==> config.mk <==
export PLATFORM = sky130hd
export DESIGN_NAME = rtttl_note_parser
export DESIGN_NICKNAME = d
export VERILOG_FILES = /design/src/rtl/core/rnp_pkg.sv /design/src/rtl/core/rnp_div.sv /design/src/rtl/core/rnp_ctrl.sv /design/src/rtl/core/rnp_dp.sv /design/src/rtl/core/rtttl_note_parser.sv
export SDC_FILE = /design/constraint.sdc
export NUM_CORES = 1
export LEC_CHECK = 0
export ABC_AREA = 1
export BUFFER_PORTS_ARGS = -buffer_cell sky130_fd_sc_hd__buf_2
export CORE_UTILIZATION = 50
export CTS_BUF_LIST = sky130_fd_sc_hd__clkbuf_16
export DETAILED_ROUTE_END_ITERATION = 7
export MAX_ROUTING_LAYER = met4
export PLACE_DENSITY = 0.69
export SYNTH_ARGS = -nofsm -noshare
export SYNTH_HDL_FRONTEND = slang
export SYNTH_SLANG_ARGS = --single-unit
==> constraint.sdc <==
create_clock -name clk -period 6.9 [get_ports clk]
set_clock_uncertainty 0.1 [all_clocks]
set_input_delay 1.38 -clock clk [delete_from_list [all_inputs] [get_ports clk]]
set_output_delay 1.38 -clock clk [all_outputs]
set_load 0.005 [all_outputs]
==> src/rtl/core/rnp_pkg.sv <==
// Shared widths, codes, types and lookup functions of the RTTTL note parser.
package rnp_pkg;

  localparam int CHAR_W     = 8;
  localparam int DUR_W      = 7;
  localparam int DDUR_W     = 6;
  localparam int OCT_W      = 3;
  localparam int BEAT_W     = 10;
  localparam int NOTE_W     = 4;
  localparam int UNITS_W    = 6;
  localparam int UNIT_W     = 13;
  localparam int Q0_W       = 27;
  localparam int PERIOD_W   = 26;
  localparam int HIGH_W     = 25;
  localparam int LEN_W      = UNITS_W + UNIT_W;
  localparam int CFG_IDX_W  = 2;
  localparam int CFG_DATA_W = BEAT_W;

  // configuration register indexes
  localparam logic [CFG_IDX_W-1:0] CFG_DEF_DUR = 2'd0;
  localparam logic [CFG_IDX_W-1:0] CFG_DEF_OCT = 2'd1;
  localparam logic [CFG_IDX_W-1:0] CFG_BEAT    = 2'd2;

  localparam logic [DDUR_W-1:0] DEF_DUR_RESET = 6'd4;
  localparam logic [OCT_W-1:0]  DEF_OCT_RESET = 3'd6;
  localparam int                BEAT_RESET    = 63;
  localparam int                TEMPO_NUM     = 7500;
  localparam logic [UNIT_W-1:0] TEMPO_DVD     = UNIT_W'(TEMPO_NUM);
  localparam logic [UNIT_W-1:0] UNIT_RESET    = UNIT_W'(TEMPO_NUM / BEAT_RESET);

  // characters
  localparam logic [CHAR_W-1:0] CH_0     = 8'h30;
  localparam logic [CHAR_W-1:0] CH_4     = 8'h34;
  localparam logic [CHAR_W-1:0] CH_7     = 8'h37;
  localparam logic [CHAR_W-1:0] CH_9     = 8'h39;
  localparam logic [CHAR_W-1:0] CH_SHARP = 8'h23;
  localparam logic [CHAR_W-1:0] CH_DOT   = 8'h2E;
  localparam logic [CHAR_W-1:0] CH_COMMA = 8'h2C;
  localparam logic [CHAR_W-1:0] CH_A     = 8'h61;
  localparam logic [CHAR_W-1:0] CH_G     = 8'h67;
  localparam logic [CHAR_W-1:0] CH_P     = 8'h70;

  // note codes
  localparam logic [NOTE_W-1:0] NOTE_REST = 4'd0;
  localparam logic [NOTE_W-1:0] NOTE_A    = 4'd1;
  localparam logic [NOTE_W-1:0] NOTE_B    = 4'd2;
  localparam logic [NOTE_W-1:0] NOTE_C    = 4'd3;
  localparam logic [NOTE_W-1:0] NOTE_D    = 4'd4;
  localparam logic [NOTE_W-1:0] NOTE_E    = 4'd5;
  localparam logic [NOTE_W-1:0] NOTE_F    = 4'd6;
  localparam logic [NOTE_W-1:0] NOTE_G    = 4'd7;
  localparam logic [NOTE_W-1:0] NOTE_AS   = 4'd8;
  localparam logic [NOTE_W-1:0] NOTE_CS   = 4'd9;
  localparam logic [NOTE_W-1:0] NOTE_DS   = 4'd10;
  localparam logic [NOTE_W-1:0] NOTE_FS   = 4'd11;
  localparam logic [NOTE_W-1:0] NOTE_GS   = 4'd12;

  // character class, datapath to controller
  typedef struct packed {
    logic is_digit;
    logic is_letter;
    logic is_sharp;
    logic is_oct;
    logic is_dot;
    logic is_comma;
    logic eot;
  } stat_t;

  // controller commands, valid only in the cycle a beat is taken, but for out_load, set whenever stage 1 advances
  typedef struct packed {
    logic s1_load;
    logic out_load;
    logic load_dig1;
    logic load_dig2;
    logic start_note;
    logic start_keep;
    logic sharpen;
    logic load_oct;
    logic set_dot;
    logic emit;
    logic emit_new;
    logic emit_end;
  } cmd_t;

  // floor(3.2e11 / base_tenths) at octave 0; shifting right by the octave
  // gives floor(3.2e11 / (base << oct)) exactly
  function automatic logic [Q0_W-1:0] note_q0(input logic [NOTE_W-1:0] note);
    logic [Q0_W-1:0] q;
    q = '0;
    case (note)
      NOTE_A:  q = 27'd72727272;
      NOTE_B:  q = 27'd64790443;
      NOTE_C:  q = 27'd122324159;
      NOTE_D:  q = 27'd108954715;
      NOTE_E:  q = 27'd97087378;
      NOTE_F:  q = 27'd91638029;
      NOTE_G:  q = 27'd81632653;
      NOTE_AS: q = 27'd68640068;
      NOTE_CS: q = 27'd115440115;
      NOTE_DS: q = 27'd102860816;
      NOTE_FS: q = 27'd86486486;
      NOTE_GS: q = 27'd77052732;
      default: q = '0;
    endcase
    return q;
  endfunction

  // thirty-second units in one note: floor(32 / d), 0 for d of 0 or above 32
  function automatic logic [UNITS_W-1:0] dur_units(input logic [DUR_W-1:0] d);
    logic [UNITS_W-1:0] n;
    if (d == 7'd0 || d > 7'd32) n = 6'd0;
    else if (d >= 7'd17)        n = 6'd1;
    else if (d >= 7'd11)        n = 6'd2;
    else if (d >= 7'd9)         n = 6'd3;
    else if (d >= 7'd7)         n = 6'd4;
    else if (d == 7'd6)         n = 6'd5;
    else if (d == 7'd5)         n = 6'd6;
    else if (d == 7'd4)         n = 6'd8;
    else if (d == 7'd3)         n = 6'd10;
    else if (d == 7'd2)         n = 6'd16;
    else                        n = 6'd32;
    return n;
  endfunction

  // sharp on b, e or rest leaves the note alone
  function automatic logic [NOTE_W-1:0] sharpen(input logic [NOTE_W-1:0] note);
    logic [NOTE_W-1:0] s;
    case (note)
      NOTE_A:  s = NOTE_AS;
      NOTE_C:  s = NOTE_CS;
      NOTE_D:  s = NOTE_DS;
      NOTE_F:  s = NOTE_FS;
      NOTE_G:  s = NOTE_GS;
      default: s = note;
    endcase
    return s;
  endfunction

endpackage

==> src/rtl/core/rnp_div.sv <==
// Tempo unit divider: 7500 / beat_value, one quotient bit per cycle.
module rnp_div (
  input  logic                           clk,
  input  logic                           rst_n,
  input  logic                           cfg_wr_en,
  input  logic [rnp_pkg::CFG_IDX_W-1:0]  cfg_index,
  input  logic [rnp_pkg::CFG_DATA_W-1:0] cfg_wr_data,
  output logic                           busy,
  output logic [rnp_pkg::UNIT_W-1:0]     unit
);

  localparam int CNT_W = $clog2(rnp_pkg::UNIT_W);

  logic                          busy_r, busy_nxt;
  logic [CNT_W-1:0]              cnt_r, cnt_nxt;
  logic [rnp_pkg::UNIT_W-1:0]    dvd_r, dvd_nxt;
  logic [rnp_pkg::BEAT_W-1:0]    rem_r, rem_nxt;
  logic [rnp_pkg::BEAT_W-1:0]    den_r, den_nxt;
  logic [rnp_pkg::UNIT_W-1:0]    unit_r, unit_nxt;
  logic [rnp_pkg::BEAT_W:0]      trial;
  logic                          qbit;
  logic                          start;

  assign start = cfg_wr_en && (cfg_index == rnp_pkg::CFG_BEAT);

  always_comb begin
    busy_nxt = busy_r;
    cnt_nxt  = cnt_r;
    dvd_nxt  = dvd_r;
    rem_nxt  = rem_r;
    den_nxt  = den_r;
    unit_nxt = unit_r;
    trial    = {rem_r, dvd_r[rnp_pkg::UNIT_W-1]};
    qbit     = (trial >= {1'b0, den_r});
    if (start) begin
      // beat of 0 counts as 1
      den_nxt  = (cfg_wr_data == '0) ? rnp_pkg::BEAT_W'(1) : cfg_wr_data;
      dvd_nxt  = rnp_pkg::TEMPO_DVD;
      rem_nxt  = '0;
      cnt_nxt  = CNT_W'(rnp_pkg::UNIT_W - 1);
      busy_nxt = 1'b1;
    end else if (busy_r) begin
      // remainder stays below the divisor, so it fits BEAT_W bits
      rem_nxt = qbit ? rnp_pkg::BEAT_W'(trial - {1'b0, den_r})
                     : trial[rnp_pkg::BEAT_W-1:0];
      dvd_nxt = {dvd_r[rnp_pkg::UNIT_W-2:0], qbit};
      if (cnt_r == '0) begin
        busy_nxt = 1'b0;
        unit_nxt = dvd_nxt;
      end else begin
        cnt_nxt = cnt_r - CNT_W'(1);
      end
    end
  end

  always_ff @(posedge clk) begin
    if (!rst_n) begin
      busy_r <= 1'b0;
      unit_r <= rnp_pkg::UNIT_RESET;
    end else begin
      busy_r <= busy_nxt;
      unit_r <= unit_nxt;
    end
  end

  always_ff @(posedge clk) begin
    cnt_r <= cnt_nxt;
    dvd_r <= dvd_nxt;
    rem_r <= rem_nxt;
    den_r <= den_nxt;
  end

  assign busy = busy_r;
  assign unit = unit_r;

endmodule

==> src/rtl/core/rnp_ctrl.sv <==
// Parser state machine and two-stage result pipeline control.
module rnp_ctrl (
  input  logic           clk,
  input  logic           rst_n,
  input  logic           in_valid,
  input  logic           out_stall,
  input  logic           div_busy,
  input  rnp_pkg::stat_t stat,
  output logic           in_stall,
  output logic           out_valid,
  output rnp_pkg::cmd_t  cmd
);

  localparam logic [2:0] PH_IDLE  = 3'd0;
  localparam logic [2:0] PH_DIG1  = 3'd1;
  localparam logic [2:0] PH_DIG2  = 3'd2;
  localparam logic [2:0] PH_NOTE  = 3'd3;
  localparam logic [2:0] PH_SHARP = 3'd4;
  localparam logic [2:0] PH_OCT   = 3'd5;
  localparam logic [2:0] PH_DOT   = 3'd6;
  localparam logic [2:0] PH_FLUSH = 3'd7;

  logic [2:0]    phase_r, phase_nxt;
  logic          s1_valid_r, s1_valid_nxt;
  logic          out_valid_r, out_valid_nxt;
  logic [2:0]    ph;
  logic          fresh;
  logic          result;
  logic          s1_adv;
  logic          stall;
  logic          acc;
  rnp_pkg::cmd_t act;

  always_comb begin
    act    = '0;
    ph     = phase_r;
    fresh  = 1'b1;
    result = 1'b0;
    s1_adv = s1_valid_r && (!out_valid_r || !out_stall);
    stall  = div_busy || (s1_valid_r && !s1_adv);
    acc    = in_valid && !stall;

    if (phase_r == PH_FLUSH) begin
      // held note from an end collision, input ignored
      act.emit     = 1'b1;
      act.emit_end = 1'b1;
      ph           = PH_IDLE;
      result       = 1'b1;
    end else begin
      if (phase_r >= PH_NOTE) begin
        fresh = 1'b0;
        if (phase_r == PH_NOTE && stat.is_sharp) begin
          act.sharpen = 1'b1;
          ph          = PH_SHARP;
        end else if (phase_r <= PH_SHARP && stat.is_oct) begin
          act.load_oct = 1'b1;
          ph           = PH_OCT;
        end else if (phase_r <= PH_OCT && stat.is_dot) begin
          act.set_dot = 1'b1;
          ph          = PH_DOT;
        end else begin
          // note ends; a non-comma is reparsed as a new start
          act.emit = 1'b1;
          ph       = PH_IDLE;
          fresh    = !stat.is_comma;
        end
      end

      if (fresh) begin
        if (ph == PH_IDLE) begin
          if (stat.is_digit) begin
            act.load_dig1 = 1'b1;
            ph            = PH_DIG1;
          end else if (stat.is_letter) begin
            act.start_note = 1'b1;
            ph             = PH_NOTE;
          end
        end else if (ph == PH_DIG1 && stat.is_digit) begin
          act.load_dig2 = 1'b1;
          ph            = PH_DIG2;
        end else if (stat.is_letter) begin
          act.start_note = 1'b1;
          act.start_keep = 1'b1;
          ph             = PH_NOTE;
        end else begin
          ph = PH_IDLE;
        end
      end

      if (stat.eot) begin
        result = 1'b1;
        if (act.emit) begin
          if (ph == PH_NOTE) begin
            ph = PH_FLUSH;
          end else begin
            act.emit_end = 1'b1;
            ph           = PH_IDLE;
          end
        end else if (ph >= PH_NOTE) begin
          act.emit     = 1'b1;
          act.emit_new = 1'b1;
          act.emit_end = 1'b1;
          ph           = PH_IDLE;
        end else begin
          act.emit_end = 1'b1;
          ph           = PH_IDLE;
        end
      end else begin
        result = act.emit;
      end
    end

    act.s1_load = result;
    cmd         = acc ? act : '0;
    cmd.out_load = s1_adv;

    phase_nxt     = acc ? ph : phase_r;
    s1_valid_nxt  = (acc && result) || (s1_valid_r && !s1_adv);
    out_valid_nxt = s1_adv || (out_valid_r && out_stall);
  end

  always_ff @(posedge clk) begin
    if (!rst_n) begin
      phase_r     <= PH_IDLE;
      s1_valid_r  <= 1'b0;
      out_valid_r <= 1'b0;
    end else begin
      phase_r     <= phase_nxt;
      s1_valid_r  <= s1_valid_nxt;
      out_valid_r <= out_valid_nxt;
    end
  end

  assign in_stall  = stall;
  assign out_valid = out_valid_r;

endmodule

==> src/rtl/core/rnp_dp.sv <==
// Parser datapath: pending note, period lookup, length multiply, result registers.
module rnp_dp (
  input  logic                           clk,
  input  logic                           rst_n,
  input  logic [rnp_pkg::CHAR_W-1:0]     in_char_code,
  input  logic                           in_end_of_text,
  input  logic                           cfg_wr_en,
  input  logic [rnp_pkg::CFG_IDX_W-1:0]  cfg_index,
  input  logic [rnp_pkg::CFG_DATA_W-1:0] cfg_wr_data,
  input  rnp_pkg::cmd_t                  cmd,
  input  logic [rnp_pkg::UNIT_W-1:0]     unit,
  output rnp_pkg::stat_t                 stat,
  output logic                           out_has_note,
  output logic                           out_is_rest,
  output logic [rnp_pkg::PERIOD_W-1:0]   out_period_ns,
  output logic [rnp_pkg::HIGH_W-1:0]     out_high_ns,
  output logic [rnp_pkg::LEN_W-1:0]      out_length_ms,
  output logic                           out_song_end
);

  logic [rnp_pkg::DDUR_W-1:0]   def_dur_r;
  logic [rnp_pkg::OCT_W-1:0]    def_oct_r;

  logic [rnp_pkg::NOTE_W-1:0]   note_r, note_nxt;
  logic [rnp_pkg::DUR_W-1:0]    dur_r, dur_nxt;
  logic [rnp_pkg::OCT_W-1:0]    oct_r, oct_nxt;
  logic                         dot_r, dot_nxt;

  logic [rnp_pkg::NOTE_W-1:0]   code;
  logic [3:0]                   dig_val;
  logic [rnp_pkg::DUR_W+2:0]    dur_x10;

  logic [rnp_pkg::NOTE_W-1:0]   e_note;
  logic [rnp_pkg::DUR_W-1:0]    e_dur;
  logic [rnp_pkg::OCT_W-1:0]    e_oct;
  logic                         e_dot;
  logic [rnp_pkg::DUR_W-1:0]    e_d;
  logic [rnp_pkg::UNITS_W-1:0]  e_n;
  logic [rnp_pkg::UNITS_W-1:0]  e_nd;
  logic [rnp_pkg::Q0_W-1:0]     q_sh;
  logic [rnp_pkg::Q0_W:0]       p_sum;
  logic                         e_rest;

  logic                         s1_has_r, s1_rest_r, s1_end_r;
  logic [rnp_pkg::PERIOD_W-1:0] s1_period_r;
  logic [rnp_pkg::UNITS_W-1:0]  s1_n_r;

  logic                         o_has_r, o_rest_r, o_end_r;
  logic [rnp_pkg::PERIOD_W-1:0] o_period_r;
  logic [rnp_pkg::LEN_W-1:0]    o_len_r, len_nxt;

  // character classes
  always_comb begin
    stat.is_digit  = (in_char_code >= rnp_pkg::CH_0) && (in_char_code <= rnp_pkg::CH_9);
    stat.is_oct    = (in_char_code >= rnp_pkg::CH_4) && (in_char_code <= rnp_pkg::CH_7);
    stat.is_letter = ((in_char_code >= rnp_pkg::CH_A) && (in_char_code <= rnp_pkg::CH_G))
                     || (in_char_code == rnp_pkg::CH_P);
    stat.is_sharp  = (in_char_code == rnp_pkg::CH_SHARP);
    stat.is_dot    = (in_char_code == rnp_pkg::CH_DOT);
    stat.is_comma  = (in_char_code == rnp_pkg::CH_COMMA);
    stat.eot       = in_end_of_text;
  end

  // a..g carry their code in the low nibble; digits their value
  assign code    = (in_char_code == rnp_pkg::CH_P) ? rnp_pkg::NOTE_REST : in_char_code[3:0];
  assign dig_val = in_char_code[3:0];
  assign dur_x10 = {dur_r, 3'b000} + {2'b00, dur_r, 1'b0} + {6'd0, dig_val};

  // pending note update
  always_comb begin
    note_nxt = note_r;
    dur_nxt  = dur_r;
    oct_nxt  = oct_r;
    dot_nxt  = dot_r;
    if (cmd.load_dig1) dur_nxt = {3'b000, dig_val};
    if (cmd.load_dig2) dur_nxt = dur_x10[rnp_pkg::DUR_W-1:0];
    if (cmd.start_note) begin
      note_nxt = code;
      dur_nxt  = cmd.start_keep ? dur_r : '0;
      oct_nxt  = def_oct_r;
      dot_nxt  = 1'b0;
    end
    if (cmd.sharpen)  note_nxt = rnp_pkg::sharpen(note_r);
    if (cmd.load_oct) oct_nxt  = in_char_code[rnp_pkg::OCT_W-1:0];
    if (cmd.set_dot)  dot_nxt  = 1'b1;
  end

  // note being emitted: the finished one, or the one this beat completes
  always_comb begin
    e_note = cmd.emit_new ? note_nxt : note_r;
    e_dur  = cmd.emit_new ? dur_nxt  : dur_r;
    e_oct  = cmd.emit_new ? oct_nxt  : oct_r;
    e_dot  = cmd.emit_new ? dot_nxt  : dot_r;
    e_rest = (e_note == rnp_pkg::NOTE_REST);
    e_d    = (e_dur != '0) ? e_dur : {1'b0, def_dur_r};
    e_n    = rnp_pkg::dur_units(e_d);
    e_nd   = e_dot ? (e_n + (e_n >> 1)) : e_n;
    q_sh   = rnp_pkg::note_q0(e_note) >> e_oct;
    // round half up: (q + 1) / 2
    p_sum  = {1'b0, q_sh} + {{rnp_pkg::Q0_W{1'b0}}, 1'b1};
  end

  assign len_nxt = s1_n_r * unit;

  always_ff @(posedge clk) begin
    if (!rst_n) begin
      def_dur_r <= rnp_pkg::DEF_DUR_RESET;
      def_oct_r <= rnp_pkg::DEF_OCT_RESET;
    end else if (cfg_wr_en) begin
      if (cfg_index == rnp_pkg::CFG_DEF_DUR) def_dur_r <= cfg_wr_data[rnp_pkg::DDUR_W-1:0];
      if (cfg_index == rnp_pkg::CFG_DEF_OCT) def_oct_r <= cfg_wr_data[rnp_pkg::OCT_W-1:0];
    end
  end

  always_ff @(posedge clk) begin
    note_r <= note_nxt;
    dur_r  <= dur_nxt;
    oct_r  <= oct_nxt;
    dot_r  <= dot_nxt;
    if (cmd.s1_load) begin
      s1_has_r    <= cmd.emit;
      s1_rest_r   <= cmd.emit && e_rest;
      s1_end_r    <= cmd.emit_end;
      s1_period_r <= (cmd.emit && !e_rest) ? p_sum[rnp_pkg::Q0_W-1:1] : '0;
      s1_n_r      <= cmd.emit ? e_nd : '0;
    end
    if (cmd.out_load) begin
      o_has_r    <= s1_has_r;
      o_rest_r   <= s1_rest_r;
      o_end_r    <= s1_end_r;
      o_period_r <= s1_period_r;
      o_len_r    <= len_nxt;
    end
  end

  assign out_has_note  = o_has_r;
  assign out_is_rest   = o_rest_r;
  assign out_period_ns = o_period_r;
  assign out_high_ns   = o_period_r[rnp_pkg::PERIOD_W-1:1];
  assign out_length_ms = o_len_r;
  assign out_song_end  = o_end_r;

endmodule

==> src/rtl/core/rtttl_note_parser.sv <==
// RTTTL note parser top level: controller, datapath and tempo divider.
// A result is held in stage 1, then in the output register that drives out_valid.
// Throughput, divider idle: one character per cycle while the result side keeps
//   up; parse state machine and period table lookup settle a character each cycle.
// A beat_value write starts the divider (one quotient bit per cycle);
//   input is stalled while it runs.
// Reset (rst_n low, synchronous): parser idle, pipeline empty, registers 4/6/63.
module rtttl_note_parser (
  input  logic                           clk,
  input  logic                           rst_n,
  // character input channel
  input  logic                           in_valid,
  output logic                           in_stall,
  input  logic [rnp_pkg::CHAR_W-1:0]     in_char_code,
  input  logic                           in_end_of_text,
  // result channel
  output logic                           out_valid,
  input  logic                           out_stall,
  output logic                           out_has_note,
  output logic                           out_is_rest,
  output logic [rnp_pkg::PERIOD_W-1:0]   out_period_ns,
  output logic [rnp_pkg::HIGH_W-1:0]     out_high_ns,
  output logic [rnp_pkg::LEN_W-1:0]      out_length_ms,
  output logic                           out_song_end,
  // configuration write port
  input  logic                           cfg_wr_en,
  input  logic [rnp_pkg::CFG_IDX_W-1:0]  cfg_index,
  input  logic [rnp_pkg::CFG_DATA_W-1:0] cfg_wr_data
);

  // Character classes go up to the controller; the controller answers with
  // per-beat commands (digit loads, note start, sharp/octave/dot, emit) and
  // the pipeline load strobes. Stage 1 holds the looked-up period and the
  // thirty-second count; stage 2 (the output register) adds the length
  // multiply, so the next beat is taken while a result waits downstream.
  rnp_pkg::stat_t              stat;
  rnp_pkg::cmd_t               cmd;
  logic                        div_busy;
  logic [rnp_pkg::UNIT_W-1:0]  unit;

  rnp_ctrl u_ctrl (
    .clk       (clk),
    .rst_n     (rst_n),
    .in_valid  (in_valid),
    .out_stall (out_stall),
    .div_busy  (div_busy),
    .stat      (stat),
    .in_stall  (in_stall),
    .out_valid (out_valid),
    .cmd       (cmd)
  );

  rnp_dp u_dp (
    .clk            (clk),
    .rst_n          (rst_n),
    .in_char_code   (in_char_code),
    .in_end_of_text (in_end_of_text),
    .cfg_wr_en      (cfg_wr_en),
    .cfg_index      (cfg_index),
    .cfg_wr_data    (cfg_wr_data),
    .cmd            (cmd),
    .unit           (unit),
    .stat           (stat),
    .out_has_note   (out_has_note),
    .out_is_rest    (out_is_rest),
    .out_period_ns  (out_period_ns),
    .out_high_ns    (out_high_ns),
    .out_length_ms  (out_length_ms),
    .out_song_end   (out_song_end)
  );

  // ms per thirty-second note, recomputed on every beat_value write
  rnp_div u_div (
    .clk         (clk),
    .rst_n       (rst_n),
    .cfg_wr_en   (cfg_wr_en),
    .cfg_index   (cfg_index),
    .cfg_wr_data (cfg_wr_data),
    .busy        (div_busy),
    .unit        (unit)
  );

endmodule
==> results of run 1 <==
## layout make-up
cell class	count	area [sq um]	share of cell area, %
tap	319	399.1	3.025
clock buffer	19	475.5	3.603
timing repair buffer	110	575.6	4.361
clock inverter	13	107.6	0.8154
multi-input combinational	1130	6689	50.69
inverter	200	755.7	5.727
sequential	163	4194	31.78
## metal layers
layer	part of all wire (%)	vias to the layer above	GRT usage, %
met5	0	-	-
met4	0.98	0	5.317
met3	3.8	20	3.194
met2	48	232	40.29
met1	48	4823	32.33
li1	-	5232	-
## placed cells by master, fill, tap and decap left out, types with 3 or more instances in the layout
cell,netlist,final
a211oi_1,5,5
o21ai_0,66,66
o21bai_1,6,6
or2_2,7,7
edfxtp_1,93,93
nor3_1,11,10
buf_4,31,10
nand4_1,15,15
fa_1,49,49
o211ai_1,15,15
buf_2,5,100
a21oi_1,83,81
inv_1,180,181
nor2_4,3,3
xor2_1,17,17
nand2_1,422,422
o21ai_2,7,8
nor2_1,90,90
clkbuf_16,0,19
a31oi_1,7,7
nand3_1,172,172
ha_1,63,63
inv_6,1,5
inv_2,18,18
o31ai_1,3,3
xnor2_1,6,6
o21ai_1,15,14
nor2_2,16,16
inv_8,0,3
nand3_2,11,11
dfxtp_1,70,70
nand2_2,19,19
## power by group through the flow
stage / registers (uW) / clock network, uW / logic [uW]
floorplan: 1210 / 0 / 1270
global placement: 1230 / 0 / 1550
detailed placement: 1230 / 0 / 1570
CTS: 1210 / 956 / 1580
global route: 1220 / 995 / 1820
finish: 1210 / 936 / 1590
## worst reg2reg max path: cells and delay by family, from the launching register on
kind,cells,cell delay [ns]
buffers and inverters,3,0.33
adder cells (fa/ha/maj),1,0.27
AND/OR/NAND/NOR,20,3.02
AO/OA/AOI/OAI,4,0.70
flip-flops,1,0.55
## per-stage QoR
stage	instance area, sq um	setup slack (ns)	hold slack (ns)	power (uW)	std cells
4_1_cts	13200	1.292	0.3154	3747	1954
3_3_place_gp	12610	1.007	0.3022	2778	1922
6_report	13200	1.272	0.3153	3738	1954
2_1_floorplan	12060	1.562	0.3003	2480	1572
5_1_grt	13200	0.6814	0.3203	4036	1954
3_5_place_dp	12610	0.8579	0.3052	2803	1922
## final timing paths
check | depth (start not counted) | slack, ns | startpoint | end
setup reg to reg | 28 | 1.70 | u_div.busy | u_dp.s1_n_r[5]
setup / recovery | 29 | 1.27 | out_stall | u_dp.s1_n_r[5]
hold / removal | 0 | 0.32 | u_dp.s1_period_r[11] | u_dp.out_period_ns[11]
hold reg to reg | 0 | 0.32 | u_dp.s1_period_r[11] | u_dp.out_period_ns[11]
## logic make-up after synthesis
logic type               after synthesis
buffers and inverters                279
XOR/XNOR                              23
AO/OA/AOI/OAI                        219
adder cells (fa/ha/maj)              112
flip-flops                           163
AND/OR/NAND/NOR                      776
## state kept, by name (all words and copies together) (netlist names), 7 cells and up
register / flops
u_dp.out_period_ns: 26
u_dp.s1_period_r: 26
u_dp.out_length_ms: 19
u_div.dvd_r: 13
u_div.unit: 13
u_div.den_r: 10
u_div.rem_r: 10
u_dp.dur_r: 7
==> impl_metrics.ini, run 1 <==
[route]
ant_nets = 0
firstDrtPassIters = 5
first_iter_violations = 667
drc = 0
vias = 10310
viasPerCell = 5.275
wire_per_inst_um = 14.17
wl_um = 27690

[yosys]
postSynthAreaPerCell_sq_um = 7.674
ys_ff_latch = 163
synth_edf_count = 93
synthMuxAreaShare_pct = 0
synth_cells = 1572
synth_commonest_cells = nand2_1, inv_1, nand3_1
yosysTopAreaCellShare_pct = 23.15
yosys-top-cells-area = edfxtp_1, nand2_1, dfxtp_1
syn-num-nets = 1710
synth_top_area_cell = edfxtp_1
async_reset_ff_share_pct = 0
yosysSeqAreaShare_pct = 34.76
synth_area_sq_um = 12060
synth_xor_area_share_pct = 1.670
synth_simple_gate_area_share_pct = 28.33
synth_top_family_by_area = simple AND/OR/NAND/NOR gates
synth_fa_ha_area_share_pct = 14.67
synth_flop_cell = edfxtp_1
synth_compound_area_share_pct = 10.52
synth.most_common_cell = nand2_1
synth_cell_types = 51
synth_warnings = 0

[setup_path]
cp.arrival_ns = 5.71
cp.required_ns = 6.98
cp-start-kind = input port
cp_top_family = simple AND/OR/NAND/NOR gates
cpMostUsedCell = nand2_1
cp_max_fo = 11
cpPeakStageDelay_ns = 0.44
endpoint_kind = flop
critical_path_class = in -> reg
critPathBufInv = 3
slowest_stage = nand4_1

[clock_network]
cts_root_buf = clkbuf_16
cts-hold-fix-buffers = 0
cts_num_sinks = 163
cts_buffers = 17
cts_tree = yes
clock_latency_ns = 0.43
cts-resized-gates = 0
cts_buffer_depth = 2
postCtsSetupBuffers = 0
cts_htree_levels = 4
clkSlewWorstSetupHoldPaths_ns = 0.07

[layout]
area_growth_pct = 9.386
fin_util_pct = 56.05
n_fill_cell = 2274
layout.nets = 1760
antennaDiodeCount = 0
drive_above_1_share_pct = 14.19

[floorplanning]
start_util_pct = 51.24
row_count = 56
die_area_sq_um = 24750
die_y_um = 157.3
top_level_ports = 101
coreArea_sq_um = 23540
fp.dieW_um = 157.3

[power_and_ir_drop]
max-vdd-ir-drop_mv = 0.1520
p_seq_share_pct = 32.5
switchingPower_uw = 1543
power_frac_comb_pct = 42.5
p_clk_share_pct = 25.0
p_sw_share_pct = 41.27
p_per_area_nw_per_um2 = 283.3
p_int_uw = 2195
p_leak_uw = 0.006438

[place]
io_buffer_count = 100
place_hpwl_um = 20970
gp_routability_congestion = 0.9307

[timing]
finalSetupViolCount = 0
slew_violations = 0
relSlewSlack_pct = 41.85
period_share_pct = 81.57
final.setup.tns_ns = 0
rsz0062_at_grt = no
worstMarginPinSlew_ns = 0.8657
clock.fmax_mhz = 177.7
min_period_ns = 5.628
finalHoldViolCount = 0

[global_route]
antenna_found_initial = 0
grt_pass1_wl_um = 46820
grt_overflow = 0
grt.total_usage_pct = 24.54
grt_pass1_vias = 9664
grt_max_degree = 49

[run_status]
outcome = completed

[min_path]
holdCritPathClass = reg -> reg

[flow_run]
timing.max_cap.violations = 0
Note: power is estimated with default switching activity, not from simulation.
==> inputs of run 2 (changes only) <==
--- a/config.mk
+++ b/config.mk
@@ -11,7 +11,7 @@
 export CTS_BUF_LIST = sky130_fd_sc_hd__clkbuf_16
 export DETAILED_ROUTE_END_ITERATION = 7
 export MAX_ROUTING_LAYER = met4
-export PLACE_DENSITY = 0.69
+export PLACE_DENSITY = 0.71
 export SYNTH_ARGS = -nofsm -noshare
 export SYNTH_HDL_FRONTEND = slang
 export SYNTH_SLANG_ARGS = --single-unit
==> constraint.sdc (replaced) <==
create_clock -name clk -period 4.7 [get_ports clk]
set_clock_uncertainty 0.1 [all_clocks]
set_input_delay 0.94 -clock clk [delete_from_list [all_inputs] [get_ports clk]]
set_output_delay 0.94 -clock clk [all_outputs]
set_load 0.005 [all_outputs]
==> run 2 against run 1 <==
The run now ends with negative setup slack left. Hold slack gained 0.0029 ns. Sequential power grew 46%. Global-route usage grew 0.92 points. Clock-buffer cell count shrank 1. Worst setup slack lost 1.3 ns. First-iteration DRC count grew 0.45%. Critical path depth grew 2. Sequential share of layout area shrank 3.9 points. Combinational power grew 99%. Non-clock buffer count grew 177. Highest routed layer unchanged.
==> impl_metrics.ini, run 2 (synthesis results as in run 1) <==
[floorplanning]
die_y_um = 157.3
coreArea_sq_um = 23540
row_count = 56
start_util_pct = 51.24
fp.dieW_um = 157.3
top_level_ports = 101
die_area_sq_um = 24750

[layout]
multi_input_area_sq_um = 7159
layout.nets = 1937
drive_above_1_share_pct = 27.65
seq_area_sq_um = 4198
mostFrequentLayoutCell = nand2_1
final_cells = 2131
antennaDiodeCount = 0
layout.cells.most_common_list = nand2_1, buf_4, inv_1, nand3_1, buf_2
n_fill_cell = 2029
area_growth_pct = 24.59

[run_status]
violations = negative setup slack
outcome = finished with violations

[setup_path]
reg2reg_slack_ns = 0.08
critPathBufInv = 7
endpoint = u_dp.s1_n_r[5]
reg2reg_depth = 28
endpoint_kind = flop
cp_top_family = simple AND/OR/NAND/NOR gates
slowest_stage = or2_2
cp-start-kind = input port
cp.arrival_ns = 4.86
cp.required_ns = 4.79
reg2reg_from = u_dp.dur_r[0]
startpoint = in_char_code[1]
critical_path_class = in -> reg
cp_max_fo = 10
cpPeakStageDelay_ns = 0.27
cp.depth = 31
worstReg2RegEnd = u_dp.s1_n_r[5]

[power_and_ir_drop]
power.total_uw = 6300
max-vdd-ir-drop_mv = 0.2826
p_per_area_nw_per_um2 = 419.1
p_leak_uw = 0.007336

[timing]
finalHoldViolCount = 0
finalSetupViolCount = 1
rsz0062_at_grt = yes
slew_violations = 0
final.setup.tns_ns = -0.06801
worstMarginPinSlew_ns = 0.8642
fin_ws_ns = -0.06801
clock.fmax_mhz = 209.7
relSlewSlack_pct = 41.94
min_period_ns = 4.768
period_share_pct = 101.4

[global_route]
grt.total_usage_pct = 25.46
grt_max_degree = 49
grt-busiest-layer = met2
antenna_found_initial = 0
met1_usage_pct = 32.14
grt_overflow = 0
met2_usage_pct = 42.29
grt_pass1_wl_um = 48760
use_met3_pct = 4.213
grt_pass1_vias = 10370

[clock_network]
cts_buffer_depth = 2
cts_htree_levels = 4
cts_num_sinks = 163
cts_root_buf = clkbuf_16
clock_latency_ns = 0.43
cts_tree = yes
cts_buffers = 17
clkSlewWorstSetupHoldPaths_ns = 0.07

[place]
gp_routability_congestion = 0.9037
place_hpwl_um = 22680
io_buffer_count = 100
dp_cells = 2080

[min_path]
hold_depth = 0
holdCritPathClass = reg -> reg

[flow_run]
timing.max_cap.violations = 0

[route]
viasPerCell = 5.229
first_iter_violations = 670
firstDrtPassIters = 7
drc = 0
vias = 11140
wire_per_inst_um = 14.51
ant_nets = 0
wl_um = 30930
-- run 2: changes by cell type in the layout (fill, tap and decap cells not counted), sizes merged --
cell and delta:
buf +177, clkbuf -1, clkinvlp -1, clkinv +2
-- run 2: worst min-delay path by stage --
stage	from	end
after detailed placement	u_dp.s1_period_r[3]	u_dp.out_period_ns[3]
after global routing	u_dp.s1_period_r[12]	u_dp.out_period_ns[12]
final	u_dp.s1_period_r[3]	u_dp.out_period_ns[3]
after CTS	u_dp.s1_period_r[12]	u_dp.out_period_ns[12]
after floorplan	u_dp.s1_has_r	u_dp.out_has_note
after global placement	u_dp.s1_period_r[14]	u_dp.out_period_ns[14]
-- run 2: timing repair --
action                     CTS  global route
resized for setup            0           117
hold buffers                 0             0
setup buffers                0            20
setup endpoints to repair    0            19
-- run 2: final cells by class --
type                    instances  share of cell area, %
repair buffers                287                  12.94
clock inverters                14                 0.7658
well taps                     319                  2.655
flip-flops and latches        163                  27.93
multi-input cells            1130                  47.63
inverters                     200                  5.078
clock buffers                  18                  2.997
-- run 2: worst reg2reg max path: cells and delay by family (launching register included) --
kind | cells | cell delay [ns]
and+or+nand+nor | 19 | 1.78
adders and majority gates | 3 | 1.15
buffers and inverters | 2 | 0.21
AOI/OAI and AO/OA | 4 | 0.69
DFF | 1 | 0.46
-- run 2: through the flow --
| step | hold slack (ns) | area, sq um | util, % | setup slack, ns |
|---|---|---|---|---|
| detailed placement | 0.3071 | 13850 | 58.83 | -0.3860 |
| finish | 0.3182 | 15030 | 63.84 | -0.06801 |
| global placement | 0.3024 | 13850 | 58.83 | -0.2747 |
| global route | 0.3177 | 15030 | 63.84 | -0.2754 |
| CTS | 0.3183 | 14420 | 61.23 | 0.01154 |
| floorplan | 0.3003 | 12110 | - | 0.02444 |
-- run 2: metal layers --
layer,wire [um],part of all wire (%)
met2,15050,49
met4,676,2.2
met3,1390,4.5
met1,13810,45
met5,0,0
-- run 2: power by group --
| group | leakage, uW | total [uW] | internal, uW | switching, uW |
|---|---|---|---|---|
| registers | 0.00145 | 1770 | 1680 | 97.4 |
| clock network | 0.000288 | 1360 | 724 | 640 |
| logic | 0.00560 | 3160 | 1320 | 1840 |
| total | 0.00734 | 6300 | 3720 | 2580 |
==> inputs of run 3 (changes only) <==
--- a/config.mk
+++ b/config.mk
@@ -12,6 +12,7 @@
 export DETAILED_ROUTE_END_ITERATION = 7
 export MAX_ROUTING_LAYER = met4
 export PLACE_DENSITY = 0.71
+export REMOVE_ABC_BUFFERS = 1
 export SYNTH_ARGS = -nofsm -noshare
 export SYNTH_HDL_FRONTEND = slang
 export SYNTH_SLANG_ARGS = --single-unit
==> run 3 against run 2 <==
The run now ends clean. Sequential share of layout area decreased by 0.86 points. Register-to-register slack improved by 0.05 ns. Worst setup slack improved by 0.11 ns. Final area grew 3.1%.
==> impl_metrics.ini, run 3 (synthesis results as in run 1) <==
[clock_network]
cts_root_buf = clkbuf_16
cts_buffer_depth = 2
cts_htree_levels = 4
cts-hold-fix-buffers = 0
cts_buffers = 17
clock_latency_ns = 0.43
clkSlewWorstSetupHoldPaths_ns = 0.07
cts_num_sinks = 163
cts_tree = yes

[timing]
finalSetupViolCount = 0
slew_violations = 0
worstMarginPinSlew_ns = 0.7925
fin_ws_ns = 0.04331
finalHoldViolCount = 0
clock.fmax_mhz = 214.7
final.setup.tns_ns = 0
rsz0062_at_grt = yes
relSlewSlack_pct = 46.76
period_share_pct = 99.08
min_period_ns = 4.657

[route]
vias = 11110
ant_nets = 0
first_iter_violations = 709
wire_per_inst_um = 13.98
viasPerCell = 5.144
wl_um = 30190
drc = 0
firstDrtPassIters = 5

[power_and_ir_drop]
p_leak_uw = 0.007548
power.total_uw = 6455
max-vdd-ir-drop_mv = 0.2461
p_per_area_nw_per_um2 = 416.7

[min_path]
hp-start = u_dp.s1_period_r[5]
holdCritPathClass = reg -> reg
hold_depth = 0

[place]
dp_cells = 2097
place_hpwl_um = 21830
place_area_sq_um = 13950
gp_routability_congestion = 0.9383
pre_cts_ws_ns = -0.5875
io_buffer_count = 100

[floorplanning]
row_count = 56
top_level_ports = 101
die_y_um = 157.3
start_util_pct = 51.24
fp.dieW_um = 157.3
die_area_sq_um = 24750
coreArea_sq_um = 23540

[global_route]
grt_pass1_wl_um = 48260
antenna_found_initial = 0
grt_pass1_vias = 10430
grt.total_usage_pct = 24.98
grt_overflow = 0
grt_max_degree = 49

[layout]
mostFrequentLayoutCell = nand2_1
n_fill_cell = 1963
final_area_sq_um = 15490
layout.cells.most_common_list = nand2_1, buf_4, inv_1, nand3_1, buf_2
antennaDiodeCount = 0
final_cells = 2159
drive_above_1_share_pct = 30.54
area_growth_pct = 28.42
layout.nets = 1965

[setup_path]
critical_path_class = in -> reg
cp.arrival_ns = 4.74
endpoint_kind = flop
endpoint = u_dp.s1_n_r[5]
worstReg2RegEnd = u_dp.out_length_ms[17]
cp_max_fo = 6
reg2reg_from = u_dp.s1_n_r[1]
reg2reg_depth = 21
cp-start-kind = input port
cpPeakStageDelay_ns = 0.60
reg2reg_slack_ns = 0.13
slowest_stage = fa_2
startpoint = in_char_code[3]
cp.required_ns = 4.78

[flow_run]
timing.max_cap.violations = 0

[run_status]
outcome = completed
run 3: changes by cell type in the layout (fill, tap and decap cells not counted), moves of 5 or more:
cell     previous run  this run
nand2_2            36        52
buf_4             181       195
nand2_1           397       383
nand3_1           157       145
nand3_2            24        35
buf_6               5        15
nor2_4             11        16
o21ai_1            16        11
run 3: what timing repair did:
| item | 4_1_cts | 5_1_grt |
|---|---|---|
| resized for setup | 7 | 168 |
| pin swaps | 4 | 89 |
| cloned | 0 | 1 |
| buffers inserted | 2 | 27 |
| endpoints found under the setup margin | 4 | 21 |
run 3: layer usage:
layer	global-route usage (%)	part of all wire (%)	vias to the layer above
met2	42.16	50	229
li1	-	-	5654
met3	3.552	3.6	27
met5	-	0	-
met1	31.77	45	5196
met4	5.409	1.0	0
run 3: worst max-delay path, delay by kind of cell:
family          cells  cell delay (ns)
fa+ha+maj           3             1.00
simple gates       17             1.65
buf+inv             4             0.36
compound gates      4             0.62
xor+xnor            1             0.15
run 3: worst min path at each step:
| stage | end | slack (ns) |
|---|---|---|
| 3_5_place_dp | u_dp.out_period_ns[13] | 0.31 |
| 6_report | u_dp.out_period_ns[5] | 0.31 |
| 5_1_grt | u_dp.out_period_ns[5] | 0.32 |
| 2_1_floorplan | u_dp.out_has_note | 0.30 |
| 4_1_cts | u_dp.out_period_ns[5] | 0.31 |
| 3_3_place_gp | u_dp.out_period_ns[10] | 0.30 |
run 3: area by class of cell:
cell class	instances	area, sq um	share of cell area [%]
clock buffers	19	475.5	3.069
flip-flops and latches	163	4194	27.07
inverters	200	760.7	4.910
clock inverters	13	142.6	0.9207
multi-input cells	1130	7292	47.07
well taps	319	399.1	2.576
repair buffers	315	2228	14.38
run 3: metrics by stage:
step | hold slack, ns | utilization, %
6_report | 0.3134 | 65.81
3_3_place_gp | 0.3039 | 59.26
4_1_cts | 0.3125 | 62.04
3_5_place_dp | 0.3062 | 59.26
5_1_grt | 0.3189 | 65.81
2_1_floorplan | 0.3003 | -
run 3: report_power, final:
part / switching (uW) / internal, uW
Sequential: 96.5 / 1680
Clock: 611 / 853
Combinational: 1820 / 1390
Total: 2530 / 3920
